### config.mk
export PLATFORM = sky130hd
export DESIGN_NAME = lbpm_ram
export DESIGN_NICKNAME = d
export VERILOG_FILES = /design/src/rtl/core/led_matrix_bit_plane_mapper_top_macros.svh /design/src/rtl/core/lbpm_ram.sv
export SDC_FILE = /design/constraint.sdc
export NUM_CORES = 2
export LEC_CHECK = 0
export BUFFER_PORTS_ARGS = -buffer_cell sky130_fd_sc_hd__buf_2
export CAP_MARGIN = 0
export CORE_ASPECT_RATIO = 0.5
export CORE_UTILIZATION = 60
export CTS_BUF_LIST = sky130_fd_sc_hd__clkbuf_8 sky130_fd_sc_hd__clkbuf_16
export DETAILED_ROUTE_END_ITERATION = 7
export PLACE_DENSITY = 0.76
export SLEW_MARGIN = 30
export SYNTH_ARGS = -nofsm -noshare
export SYNTH_HDL_FRONTEND = slang
export SYNTH_SLANG_ARGS = --single-unit
### constraint.sdc
create_clock -name i_clk -period 3.1 [get_ports i_clk]
set_input_delay 0.155 -clock i_clk [delete_from_list [all_inputs] [get_ports i_clk]]
set_output_delay 0.155 -clock i_clk [all_outputs]
set_load 0.005 [all_outputs]
### src/rtl/core/led_matrix_bit_plane_mapper_top_macros.svh
// ----------------------------------------------------------------------------
// led matrix bit-plane mapper assertion macros
// concurrent check wrappers, compiled out for synthesis
// ----------------------------------------------------------------------------
`ifndef LED_MATRIX_BIT_PLANE_MAPPER_TOP_MACROS_SVH
`define LED_MATRIX_BIT_PLANE_MAPPER_TOP_MACROS_SVH
`ifndef SYNTHESIS
// same-cycle implication
`define LBPM_ASSERT_NOW(label, clk, rst_n, ante, cons) \
    label: assert property (@(posedge clk) disable iff (!(rst_n)) (ante) |-> (cons)) \
        else $error("lbpm check failed");
// next-cycle implication
`define LBPM_ASSERT_NEXT(label, clk, rst_n, ante, cons) \
    label: assert property (@(posedge clk) disable iff (!(rst_n)) (ante) |=> (cons)) \
        else $error("lbpm check failed");
`else
`define LBPM_ASSERT_NOW(label, clk, rst_n, ante, cons)
`define LBPM_ASSERT_NEXT(label, clk, rst_n, ante, cons)
`endif
`endif

### src/rtl/core/lbpm_ram.sv
// ----------------------------------------------------------------------------
// lbpm_ram
// generic single-write, single-read ram with registered, held read data
// ----------------------------------------------------------------------------
`timescale 1ns / 1ps
module lbpm_ram #(
    parameter  int WIDTH  = 8,
    parameter  int DEPTH  = 256,
    localparam int ADDR_W = (DEPTH > 1) ? $clog2(DEPTH) : 1
) (
    input  logic              i_clk,
    input  logic              i_wr_en,
    input  logic [ADDR_W-1:0] i_wr_addr,
    input  logic [WIDTH-1:0]  i_wr_data,
    input  logic              i_rd_en,
    input  logic [ADDR_W-1:0] i_rd_addr,
    output logic [WIDTH-1:0]  o_rd_data
);

    logic [WIDTH-1:0] r_mem [DEPTH];
    logic [WIDTH-1:0] r_rd_data;

    always_ff @(posedge i_clk) begin
        if (i_wr_en) begin
            r_mem[i_wr_addr] <= i_wr_data;
        end
    end

    // read data holds until the next read
    always_ff @(posedge i_clk) begin
        if (i_rd_en) begin
            r_rd_data <= r_mem[i_rd_addr];
        end
    end

    assign o_rd_data = r_rd_data;

endmodule

==> qor.yml <==
outcome: "complete, but fails checks"
failed_checks: "DRC, hold timing, setup timing"
ys_ff_latch: 2056
fillCellCount: 7684
synth_xor_area_share_pct: 0
cap_violations: 0
drt_iter0_markers: 6091
final_layout_size_suffix_gt1_share_pct: 27.2
setup_viol: 1
vias: 41600
max_freq_mhz: 319
ir_worst_vdd_v: 0.000429
clk_pin_slew_ps: 70
area_delta_synth_final_pct: 13.0
synth_ff_type: "edfxtp_1"
switchingPower_mw: 11.7
synth_area_mm2: 0.0796
gr-total-overflow: 0
die-area_mm2: 0.134
ys_seq_area_share_pct: 77.5
synth_top_area_share_pct: 77.5
tightest_slew_ps: 1020
chipHeight_um: 260
path_max_fanout: 1
syn-num-nets: 3760
reg2reg_slack_ps: -40
switching_share_pct: 21.2
clock_latency_ps: 800
post_drt_wl_per_cell_um: 32.7
yosys-mux-area-fraction_pct: 14.6
synthSimpleGateAreaFrac_pct: 2.63
gr-usage-all-layers_pct: 29.9
cts-root-buf: "clkbuf_16"
synth_top_family_by_area: "multiplexers"
cp.arrival_ps: 3650
cts_tree: "done"
synth-compound-area-share_pct: 3.42
place.gp.congestion: 0.887
finalCritPeriodShare_pct: 101
internal_power_mw: 43.5
power_density_mw_per_mm2: 613
p_clk_share_pct: 39.1
numCtsBuffers: 169
synthAdderAreaFrac_pct: 0
antenna_found_initial: 5
path_class: "reg2reg"
tns_ps: -37.1
ant_nets: 0
h-tree-depth: 4
netlist_instances: 3733
ys_warn_count: 0
dp_hpwl_mm: 119
rsz0062_at_grt: "false"
clk_path_buf_depth: 3
grt_max_degree: 117
start_kind: "register"
synth.avg_cell_area_um2: 21.3
fin_util_pct: 68.4
crit_required_ps: 3610
hold_viol_final: 8
finClkSkew_ps: 24.0
layout_setup_ws_ps: -37.1
clock-sinks: 2056
hold_path.class: "in2reg"
grt_pass1_vias: 40800
p_leak_nw: 28.6
seqPwrFrac_pct: 55.6
synth_area_leaders: "edfxtp_1 78%, mux4_2 13%, mux2i_1 1.7%, nor2_1 1.3%, a22oi_1 1.3%"
drc: 4
first_pass_iters: 8
io_pins: 35
die-width_um: 517
whs_ps: -9.73
max-slew-margin-rel_pct: 31.5
combPwrFrac_pct: 5.3
portBuffers: 34
num_rows: 94
final_nets: 4154
yosysTopAreaCell: "edfxtp_1"
period_needed_ps: 3140
async_flop_share_pct: 0
synth-edff-count: 2056
vias_per_cell: 6.88
ctsResizeCount: 0
core_mm2: 0.132
report.final.slew_viol_count: 0
synth.distinct_cells: 54
start_util_pct: 60.5
power.total_mw: 55.2
grt_pass1_wl_mm: 285
wirelength_mm: 198
endpoint_kind: "register"
==> layer usage <==
layer  global-route usage (%)  routed length [µm]  vias to the layer above
met3                     6.89               23800                      406
met2                     46.1               92900                     3049
met5                        0                  21                        -
li1                         -                   -                    16500
met4                     10.4                6880                        4
met1                     42.9               74200                    21700
==> power by group through the flow <==
stage          clock network (mW)  registers (mW)  logic, mW
2_1_floorplan                   0            31.3       1.49
3_3_place_gp                    0            31.3       2.76
3_5_place_dp                    0            31.3       2.84
4_1_cts                      21.7            30.7       2.88
5_1_grt                      22.6            30.7       3.01
6_report                     21.6            30.7       2.91
==> logic make-up after synthesis <==
group | Yosys count
AO/OA/AOI/OAI | 385
buffers and inverters | 235
flip-flops | 2056
multiplexers | 591
AND/OR/NAND/NOR | 466
==> synthesized netlist by cell type, drive strengths merged (2+ instances only) <==
library cell / instances
edfxtp: 2056
mux4: 456
nor2: 282
mux2i: 134
a22oi: 133
buf: 122
clkbuf: 111
a21oi: 96
o221ai: 47
nand3: 34
nand2: 33
nor2b: 31
o22ai: 28
nor4: 27
nor3: 22
a211oi: 16
a221oi: 14
o21ai: 12
nand4: 10
o211ai: 10
a22o: 8
nand2b: 8
and2: 6
a2111oi: 5
o22a: 5
o32ai: 5
or2: 4
a311oi: 2
a31oi: 2
and3b: 2
nand3b: 2
==> sequential cells by signal, summed over array words and instances, names as in the netlist <==
register   count
o_rd_data      8
r_mem       2048
==> path summary, 6_finish.rpt <==
kind                              startpoint      endpoint  cells past startpoint
worst min register to register  r_mem[20][0]  o_rd_data[0]                      6
worst max register to register  r_mem[83][4]  o_rd_data[4]                      6
worst min-delay path            i_wr_data[6]  r_mem[53][6]                      1
worst max-delay path            r_mem[83][4]  o_rd_data[4]                      6
==> through the flow <==
stage | instances | instance area (µm²) | setup WS [ps]
6_report | 6045 | 90000 | -37.1
5_1_grt | 6042 | 90000 | 12.8
4_1_cts | 6042 | 90000 | 6.65
3_5_place_dp | 5725 | 84400 | -398
3_3_place_gp | 5724 | 84300 | -761
2_1_floorplan | 3733 | 79600 | 869
==> cells in the final DEF, fill, tap and decap left out, drive strengths merged, types with 12 or more instances in the layout <==
master,Yosys,layout
clkinv,1,64
inv,1,46
nand2,33,33
buf,122,441
nor4,27,27
a221oi,14,14
nand3,34,34
nor2b,31,31
a22oi,133,133
nor2,282,282
edfxtp,2056,2056
nor3,22,22
o221ai,47,47
o21ai,12,12
mux2i,134,134
a21oi,96,96
mux4,456,456
a211oi,16,16
clkbuf,111,182
o22ai,28,28
bufinv,0,19
==> layout make-up <==
| type | count | area [µm²] | area share (%) |
|---|---|---|---|
| Sequential cell | 2056 | 61700 | 68.6 |
| Multi-Input combinational cell | 1442 | 16500 | 18.3 |
| Clock buffer | 174 | 4350 | 4.84 |
| Timing Repair Buffer | 456 | 3970 | 4.42 |
| Tap cell | 1776 | 2220 | 2.47 |
| Clock inverter | 136 | 1150 | 1.28 |
| Inverter | 2 | 7.51 | 0.00834 |
| Antenna cell | 3 | 7.51 | 0.00834 |
==> what timing repair did <==
item | CTS | global route
hold buffers | 7 | 0
endpoints found under the hold margin | 242 | 0
buffers inserted | 0 | 0
==> worst max-delay path, cell delays in order, from the launching register on <==
cell and delay, ps:
edfxtp_1 380, mux4_2 510, mux4_2 560, nor2b_1 170, nor4_1 870, buf_4 290, nor4_1 60
No activity file was read; power rests on OpenSTA's default activity.
